**src/hw/rtl/cfpid_pkg.sv**
```systemverilog
package cfpid_pkg;

	// Result codes carried in the status field.
	typedef enum logic [1:0] {
		ST_PASS = 2'd0,
		ST_THIN = 2'd1,
		ST_BAD  = 2'd2,
		ST_FULL = 2'd3
	} status_t;

	// Width of the slot number carried along the cell chain. It covers the
	// deepest table that the top level supports.
	localparam int TOK_SLOT_W = 10;

	localparam logic [28:0] OBD_REPLY_LO = 29'h7e8;
	localparam logic [28:0] OBD_REPLY_HI = 29'h7ef;
	localparam int          PID_SHIFT    = 16;
	localparam int          MS_PER_SEC   = 1000;
	localparam logic [9:0]  STEP_MIN     = 10'd100;
	localparam logic [9:0]  STEP_MAX     = 10'd1000;
	localparam logic [9:0]  MSEC_MAX     = 10'd999;
	localparam logic [19:0] USEC_MAX     = 20'd999999;

	// usec / 1000 as (usec * MSEC_RECIP) >> MSEC_SHIFT, exact for usec below 2^20.
	localparam logic [20:0] MSEC_RECIP = 21'd1073742;
	localparam int          MSEC_SHIFT = 30;

	typedef struct packed {
		logic [1:0]  bus;
		logic [28:0] can_id;
		logic [3:0]  length;
		logic [63:0] payload;
		logic [31:0] stamp_sec;
		logic [19:0] stamp_usec;
	} in_item_t;

	typedef struct packed {
		status_t            status;
		logic [5:0]         slot;
		logic [31:0]        stream_key;
		logic signed [31:0] rel_sec;
		logic [9:0]         rel_msec;
	} out_item_t;

	// Search token handed from cell to cell.
	typedef struct packed {
		logic                  active;
		logic                  hit;
		logic [TOK_SLOT_W-1:0] slot;
		logic [31:0]           sec;
		logic [9:0]            msec;
	} tok_t;

	// Write command broadcast to the cells.
	typedef struct packed {
		logic                  key_we;
		logic                  time_we;
		logic [TOK_SLOT_W-1:0] slot;
		logic [31:0]           sec;
		logic [9:0]            msec;
	} wr_t;

endpackage

```
**src/hw/rtl/cfpid_cell.sv**
```systemverilog
module cfpid_cell import cfpid_pkg::*; #(
	parameter int ENTRY_W = 34,
	parameter int USED_W  = 7,
	parameter int IDX     = 0
) (
	input  logic               clk,
	input  logic               arst_n,
	input  logic [ENTRY_W-1:0] probe_key,
	input  logic [USED_W-1:0]  used,
	input  tok_t               tok_in,
	output tok_t               tok_out,
	input  wr_t                wr,
	input  logic [ENTRY_W-1:0] wr_key
);

	logic [ENTRY_W-1:0]    key_q;
	logic [31:0]           sec_q;
	logic [9:0]            msec_q;
	logic                  active_q;
	logic                  hit_q;
	logic [TOK_SLOT_W-1:0] slot_q;
	logic [31:0]           tok_sec_q;
	logic [9:0]            tok_msec_q;
	logic                  sel;
	logic                  hit;

	assign sel = (wr.slot == TOK_SLOT_W'(IDX));
	// The cell holds a stream only once the fill count has passed it.
	assign hit = tok_in.active && (32'(used) > 32'(IDX)) && (key_q == probe_key);

	always_ff @(posedge clk) begin
		if (wr.key_we && sel) begin
			key_q <= wr_key;
		end
		if (wr.time_we && sel) begin
			sec_q  <= wr.sec;
			msec_q <= wr.msec;
		end
		if (hit) begin
			hit_q      <= 1'b1;
			slot_q     <= TOK_SLOT_W'(IDX);
			tok_sec_q  <= sec_q;
			tok_msec_q <= msec_q;
		end else begin
			hit_q      <= tok_in.hit;
			slot_q     <= tok_in.slot;
			tok_sec_q  <= tok_in.sec;
			tok_msec_q <= tok_in.msec;
		end
	end

	always_ff @(posedge clk or negedge arst_n) begin
		if (!arst_n) begin
			active_q <= 1'b0;
		end else begin
			active_q <= tok_in.active;
		end
	end

	// Fields in the order of the token type.
	assign tok_out = {active_q, hit_q, slot_q, tok_sec_q, tok_msec_q};

endmodule

```
**config.mk**
```make
export PLATFORM = sky130hd
export DESIGN_NAME = cfpid_cell
export DESIGN_NICKNAME = d
export VERILOG_FILES = /design/src/hw/rtl/cfpid_pkg.sv /design/src/hw/rtl/cfpid_cell.sv
export SDC_FILE = /design/constraint.sdc
export NUM_CORES = 1
export LEC_CHECK = 0
export ABC_AREA = 0
export BUFFER_PORTS_ARGS = -buffer_cell sky130_fd_sc_hd__clkbuf_2
export CAP_MARGIN = 15
export CORE_ASPECT_RATIO = 1.2
export CORE_UTILIZATION = 45
export CTS_CLUSTER_DIAMETER = 200
export CTS_CLUSTER_SIZE = 24
export DETAILED_ROUTE_END_ITERATION = 10
export GPL_TIMING_DRIVEN = 0
export PLACE_DENSITY = 0.84
export SLEW_MARGIN = 20
export SYNTH_ARGS = -nofsm -noshare
export SYNTH_HDL_FRONTEND = slang
export SYNTH_SLANG_ARGS = --single-unit
export TNS_END_PERCENT = 100
```
**constraint.sdc**
```tcl
create_clock -name clk -period 2.2 [get_ports clk]
set_input_delay 0.11 -clock clk [delete_from_list [all_inputs] [get_ports clk]]
set_output_delay 0.11 -clock clk [all_outputs]
set_load 0.01 [all_outputs]
```
==> flow_summary.yaml, run 1 <==
status:
  status: "did not finish"
  lastStage: "clock tree synthesis (4_1_cts)"
  firstError: "[ERROR RSZ-0060] Max buffer count reached."
placed_design:
  dp_hpwl_um: 7910
  io_buffers: 238
  dpl_cell_area_um2: 5980
  place_congestion: 0.821
  dp_slack_ps: 140
clocking:
  cts_buffer_depth: 2
  cts_hold_buf: 129
  numCtsBuffers: 17
  cts.repair.resized: 0
  htreeDepth: 4
  root_buffer: "clkbuf_16"
  cts.sinks: 130
  post-cts-setup-buffers: 0
die:
  io_pins: 239
  die-height_um: 112
  start_util: 0.470
  die_w_um: 94.0
  rows: 39
yosys:
  ys_types: 20
  netlist_top_cells_count: "76 x edfxtp_1, 53 x dfxtp_1, 39 x mux2_4"
  synth_edf_count: 76
  async_flop_share: 0.00769
  ys_ff_latch: 130
  postSynthCellCount: 247
  synth.top_cell.area_share: 0.500
  synth_most_common_cell: "edfxtp_1"
  ys_seq_area_frac: 0.737
  synthesis.area_um2: 4570
  yosys.area.top_type: "edfxtp_1"
  synth_nets: 432
  synthFlopType: "edfxtp_1"
  synth_area_per_cell_um2: 18.5
  synthTopCellsByArea: "edfxtp_1 50%, dfxtp_1 23%, mux2_4 13%"
  yosysWarnings: 0
[metrics by stage]
stage | instances | util
3_5_place_dp | 610 | 0.616
3_3_place_gp | 608 | 0.609
2_1_floorplan | 247 | -
[cells by family after synthesis]
family          count (synthesis)  share of synthesized area
mux                            42                      0.136
buf+inv                         9                     0.0156
flops                         130                      0.737
compound gates                  1                    0.00109
xor+xnor                       34                     0.0652
simple gates                   31                     0.0452
==> run 2, diff against run 1 <==
- CORE_ASPECT_RATIO: 1.2 -> not set
- CORE_UTILIZATION: 45 -> 30
- CTS_CLUSTER_DIAMETER: 200 -> not set
- CTS_CLUSTER_SIZE: 24 -> not set
- PLACE_DENSITY: 0.84 -> not set
- PLACE_DENSITY_LB_ADDON: not set -> 0.15
==> run 2 against run 1 <==
  * The flow now finishes, with violations (design-rule violations)
  * Synthesized cell count unchanged
  * Area after synthesis unchanged
==> flow_summary.yaml, run 2 <==
min_path:
  hp-class: "in -> async"
yosys:
  synthTopCellsByArea: "edfxtp_1 50%, dfxtp_1 23%, mux2_4 13%"
  ys_seq_area_frac: 0.737
  async_flop_share: 0.00769
  synth_nets: 432
  yosysWarnings: 0
  synth_most_common_cell: "edfxtp_1"
  ys_ff_latch: 130
  synth.top_cell.area_share: 0.500
  synthesis.area_um2: 4570
  synthFlopType: "edfxtp_1"
  netlist_top_cells_count: "76 x edfxtp_1, 53 x dfxtp_1, 39 x mux2_4"
  yosys.area.top_type: "edfxtp_1"
  synth_edf_count: 76
  ys_types: 20
  postSynthCellCount: 247
  synth_area_per_cell_um2: 18.5
drt:
  post_drt_wl_per_cell_um: 13.0
  vias: 3421
  post_drt_via_cell_ratio: 4.10
  drc_errors: 11
  firstDrtPassIters: 8
  drt_iter0_markers: 110
  routed_wl_um: 10800
  ant_nets: 0
layout:
  fillers: 1245
  final_cell_mix: "238 x clkbuf_2, 131 x dlygate4sd3_1, 76 x edfxtp_1"
  regArea_um2: 3370
  antenna_cells: 0
  final_common_cell: "clkbuf_2"
  regMostFlops: "key_q"
  final_nets: 822
  multi_input_area_um2: 1140
  stdcell_count: 834
  reg_top3: "key_q: 34 flops, sec_q: 32 flops, tok_sec_q: 32 flops"
  largest_register_ffs: 34
  drive_above_1_share: 0.494
  syn_to_final_growth_pct: 73.1
  design_area_um2: 7910
  fin_util: 0.538
global_route:
  first_global_vias: 3729
  antenna_found_initial: 0
  grt_pass1_wl_um: 17100
  grt.overflow.total: 0
  grt_use_total: 0.145
  grt_max_degree: 27
sta:
  worstMarginPinSlew_ps: 604
  setup_violations: 0
  rsz0062_at_grt: "no"
  layout_setup_ws_ps: 178
  slew_violations: 0
  setup_tns_ps: 0
  hold_violations: 0
  min_period_over_period: 0.919
  holdWs_ps: 24.9
  fmax_ghz: 0.495
  fin_crit_ps: 2020
  clock_skew_ps: 6.84
  slew_headroom: 0.596
worst_setup_path:
  cp-start-kind: "flop"
  cp-end-kind: "flop"
  slowest_stage: "nor4_2"
  path_cells: "xnor2_1 -> nand4_1 -> nor4_2 -> nand3_4 -> buf_6 -> mux2_4"
  critPathMaxStageDelay_ps: 440
  crit_arrival_ps: 2320
  cp_max_fo: 10
  worst-setup-path-type: "reg -> reg"
  cp.required_ps: 2500
status:
  failed_checks: "design-rule violations"
  status: "finished, violations left"
clocking:
  cts.sinks: 130
  cts_buffer_depth: 2
  htreeDepth: 4
  root_buffer: "clkbuf_16"
  numCtsBuffers: 17
  cts_tree: "yes"
  clock_latency_ps: 410
  cts.clk_slew.worst_paths_ps: 60
pwr:
  ir_drop_mv: 0.454
  power.density_nw_per_um2: 725
  switchingPower_mw: 1.19
  clockPowerShare: 0.446
  p_leak_nw: 3.50
  intPower_mw: 4.54
  p_comb_frac: 0.094
  swShare: 0.208
  power_mw: 5.74
  p_seq_frac: 0.460
placed_design:
  dp_slack_ps: 138
  io_buffers: 238
  dp_hpwl_um: 7720
  place_congestion: 0.795
  dpl_cell_area_um2: 6050
  placed_cells: 671
die:
  start_util: 0.311
  core_um2: 14700
  die-height_um: 125
  die-area_um2: 15700
  die_w_um: 125
  io_pins: 239
  rows: 44
job:
  drv_cap: 0
run 2: area by class of cell:
class                           count  share of cell area
Clock inverter                     14              0.0147
Multi-Input combinational cell    108               0.145
Clock buffer                       18              0.0543
Buffer                              7             0.00807
Sequential cell                   130               0.426
Timing Repair Buffer              371               0.322
Inverter                            2            0.000949
Tap cell                          184              0.0291
run 2: power by group through the flow:
stage	logic, mW	registers [mW]	clock network [mW]
after global placement	0.345	2.69	0
final	0.536	2.64	2.56
after detailed placement	0.353	2.69	0
after CTS	0.543	2.64	2.64
after global routing	0.579	2.64	2.76
after floorplan	0.0968	2.72	0
run 2: critical path: cells and delay by family, from the launching register on:
family / cells / cell delay (ps)
AND/OR/NAND/NOR: 3 / 820
flip-flops: 1 / 390
multiplexers: 1 / 300
buffers and inverters: 1 / 240
XOR/XNOR: 1 / 150
run 2: what timing repair did:
action | in CTS | in global routing
gates resized for setup | 0 | 0
hold endpoints to repair | 131 | 0
hold buffers | 131 | 0
setup buffers | 0 | 0
run 2: cell families after synthesis:
group | count (synthesis) | synth area share
DFF | 130 | 0.737
muxes | 42 | 0.136
xor gates and xnor gates | 34 | 0.0652
and+or+nand+nor | 31 | 0.0452
buffers and inverters | 9 | 0.0156
AOI/OAI and AO/OA | 1 | 0.00109
run 2: path summary, 6_finish.rpt:
check                           from       endpoint  slack, ps  cells after the start
setup / recovery           key_q[21]   tok_sec_q[7]        180                      6
setup reg to reg           key_q[21]   tok_sec_q[7]        180                      6
max in group asynchronous     arst_n       active_q       2090                      2
hold reg to reg            msec_q[9]  tok_msec_q[9]        470                      1
min in group clk              wr[53]       key_q[0]        160                      3
hold / removal                arst_n       active_q         20                      2
run 2: layer usage:
layer | global-route usage | vias up | share of wire
met1 | 0.136 | 1581 | 0.36
met4 | 0.0968 | 0 | 0.038
met2 | 0.268 | 125 | 0.54
met3 | 0.0496 | 31 | 0.058
met5 | 0 | - | 0
li1 | - | 1684 | -
(Power assumes the default switching activity.)
==> run 3, diff against run 2 <==
- CORE_ASPECT_RATIO: not set -> 0.8
==> run 3 against run 2 <==
  * Count of clock-buffer cells in the layout increased by 5
  * Clock skew increased by 3.9 ps
  * First-iteration DRC count decreased by 18%
  * Register-to-register slack about the same
  * Clock power decreased by 2%
  * The flow now finishes without violations
  * Critical path depth unchanged
  * Hold slack improved by 130 ps
  * Sequential cell count unchanged
  * Utilization increased by 0.44 points
  * Final area about the same
  * Sequential power about the same
  * Wire length decreased by 2.1%
==> flow_summary.yaml, run 3 (synthesized netlist as in run 2, its figures left out) <==
global_route:
  antenna_found_initial: 0
  grt_pass1_wl_um: 17000
  grt_use_total: 0.144
  grt_max_degree: 25
  grt.overflow.total: 0
  first_global_vias: 3680
layout:
  final_common_cell: "clkbuf_2"
  drive_above_1_share: 0.495
  largest_register_ffs: 34
  final_cell_mix: "238 x clkbuf_2, 132 x dlygate4sd3_1, 76 x edfxtp_1"
  regMostFlops: "key_q"
  syn_to_final_growth_pct: 73.3
  design_area_um2: 7920
  stdcell_count: 835
  antenna_cells: 0
  reg_top3: "key_q: 34 flops, sec_q: 32 flops, tok_sec_q: 32 flops"
  final_nets: 823
die:
  die-area_um2: 15700
  io_pins: 239
  core_um2: 14600
  start_util: 0.313
  die_w_um: 140
  rows: 39
  die-height_um: 112
worst_setup_path:
  r2r_end: "tok_sec_q[0]"
  cp.required_ps: 2490
  worst-setup-path-type: "reg -> reg"
  r2r-start: "key_q[7]"
  crit_arrival_ps: 2320
  cp-start-kind: "flop"
  cp-end-kind: "flop"
  r2r_cells: 6
  reg2reg_slack_ps: 180
  cp_max_fo: 10
min_path:
  hold_end: "key_q[0]"
  min-delay-start: "wr[53]"
  min_path_cells: 3
  hp-class: "in -> reg"
clocking:
  cts.clk_slew.worst_paths_ps: 60
  root_buffer: "clkbuf_16"
  clock_latency_ps: 410
  cts_buffer_depth: 2
  htreeDepth: 4
  cts_tree: "yes"
  numCtsBuffers: 17
  cts.sinks: 130
drt:
  post_drt_via_cell_ratio: 4.05
  ant_nets: 0
  vias: 3381
  drc_errors: 0
  drt_iter0_markers: 90
  post_drt_wl_per_cell_um: 12.7
  routed_wl_um: 10600
  firstDrtPassIters: 4
sta:
  slew_headroom: 0.574
  layout_setup_ws_ps: 178
  setup_violations: 0
  hold_violations: 0
  clock_skew_ps: 10.8
  min_period_over_period: 0.919
  fmax_ghz: 0.494
  fin_crit_ps: 2020
  setup_tns_ps: 0
  worstMarginPinSlew_ps: 637
  slew_violations: 0
  rsz0062_at_grt: "no"
placed_design:
  placed_cells: 671
  dp_hpwl_um: 7360
  io_buffers: 238
  dpl_cell_area_um2: 6050
  dp_slack_ps: 91.7
  place_congestion: 0.740
job:
  drv_cap: 0
status:
  status: "finished clean"
pwr:
  p_leak_nw: 3.53
  ir_drop_mv: 0.494
  power.density_nw_per_um2: 720
[run 3: cell count changes in the layout (fill, tap and decap cells not counted), sizes merged]
cell / change
clkbuf: +5
dlygate4sd3: +1
inv: +2
bufinv: -1
clkinvlp: -3
clkinv: -3
[run 3: worst max-delay path, stage by stage, from the launching register on]
cell	delay, ps
edfxtp_1	370
xnor2_1	140
nand4_1	160
nor4_2	450
nand3_4	240
buf_6	230
mux2_4	300
[run 3: power by group]
part	internal [mW]	switching (mW)	total, mW
sequential	2.63	0.0136	2.64
clock	1.52	0.997	2.52
combinational	0.377	0.162	0.539
[run 3: stage by stage]
stage / hold WS (ps) / utilization / power, mW
after CTS: 133 / 0.542 / 5.77
after floorplan: -186 / - / 2.81
final: 151 / 0.542 / 5.70
after detailed placement: -113 / 0.415 / 3.04
after global placement: -115 / 0.411 / 3.03
after global routing: 153 / 0.542 / 5.93
[run 3: per-layer routing]
layer  vias to the layer above  GRT usage  routed length, um
met4                         0     0.0828                236
met3                        20     0.0520                697
met2                       147      0.247               5280
li1                       1681          -                  -
met1                      1533      0.154               4390
met5                         -          0                  0
[run 3: worst max path at each step]
| stage | startpoint | to | slack (ps) | depth (start not counted) |
|---|---|---|---|---|
| finish | key_q[7] | tok_sec_q[0] | 180 | 6 |
| global route | key_q[21] | tok_sec_q[9] | 40 | 6 |
| CTS | key_q[21] | tok_sec_q[0] | 80 | 6 |
| detailed placement | key_q[21] | tok_sec_q[0] | 90 | 6 |
| global placement | wr[47] | msec_q[2] | -620 | 4 |
| floorplan | wr[47] | msec_q[0] | 160 | 3 |
[run 3: timing repair]
action / 4_1_cts / 5_1_grt
setup buffers: 0 / 0
hold endpoints to repair: 131 / 0
gates resized for setup: 0 / 1
hold buffers: 132 / 0
setup endpoints to repair: 0 / 49
[run 3: area by class of cell]
class,count,area (um2)
Multi-Input combinational cell,108,1150
Inverter,2,7.51
Buffer,7,63.8
Timing Repair Buffer,372,2560
Fill cell,1205,6680
Sequential cell,130,3370
Clock buffer,23,478
Clock inverter,9,55.1
Tap cell,184,230
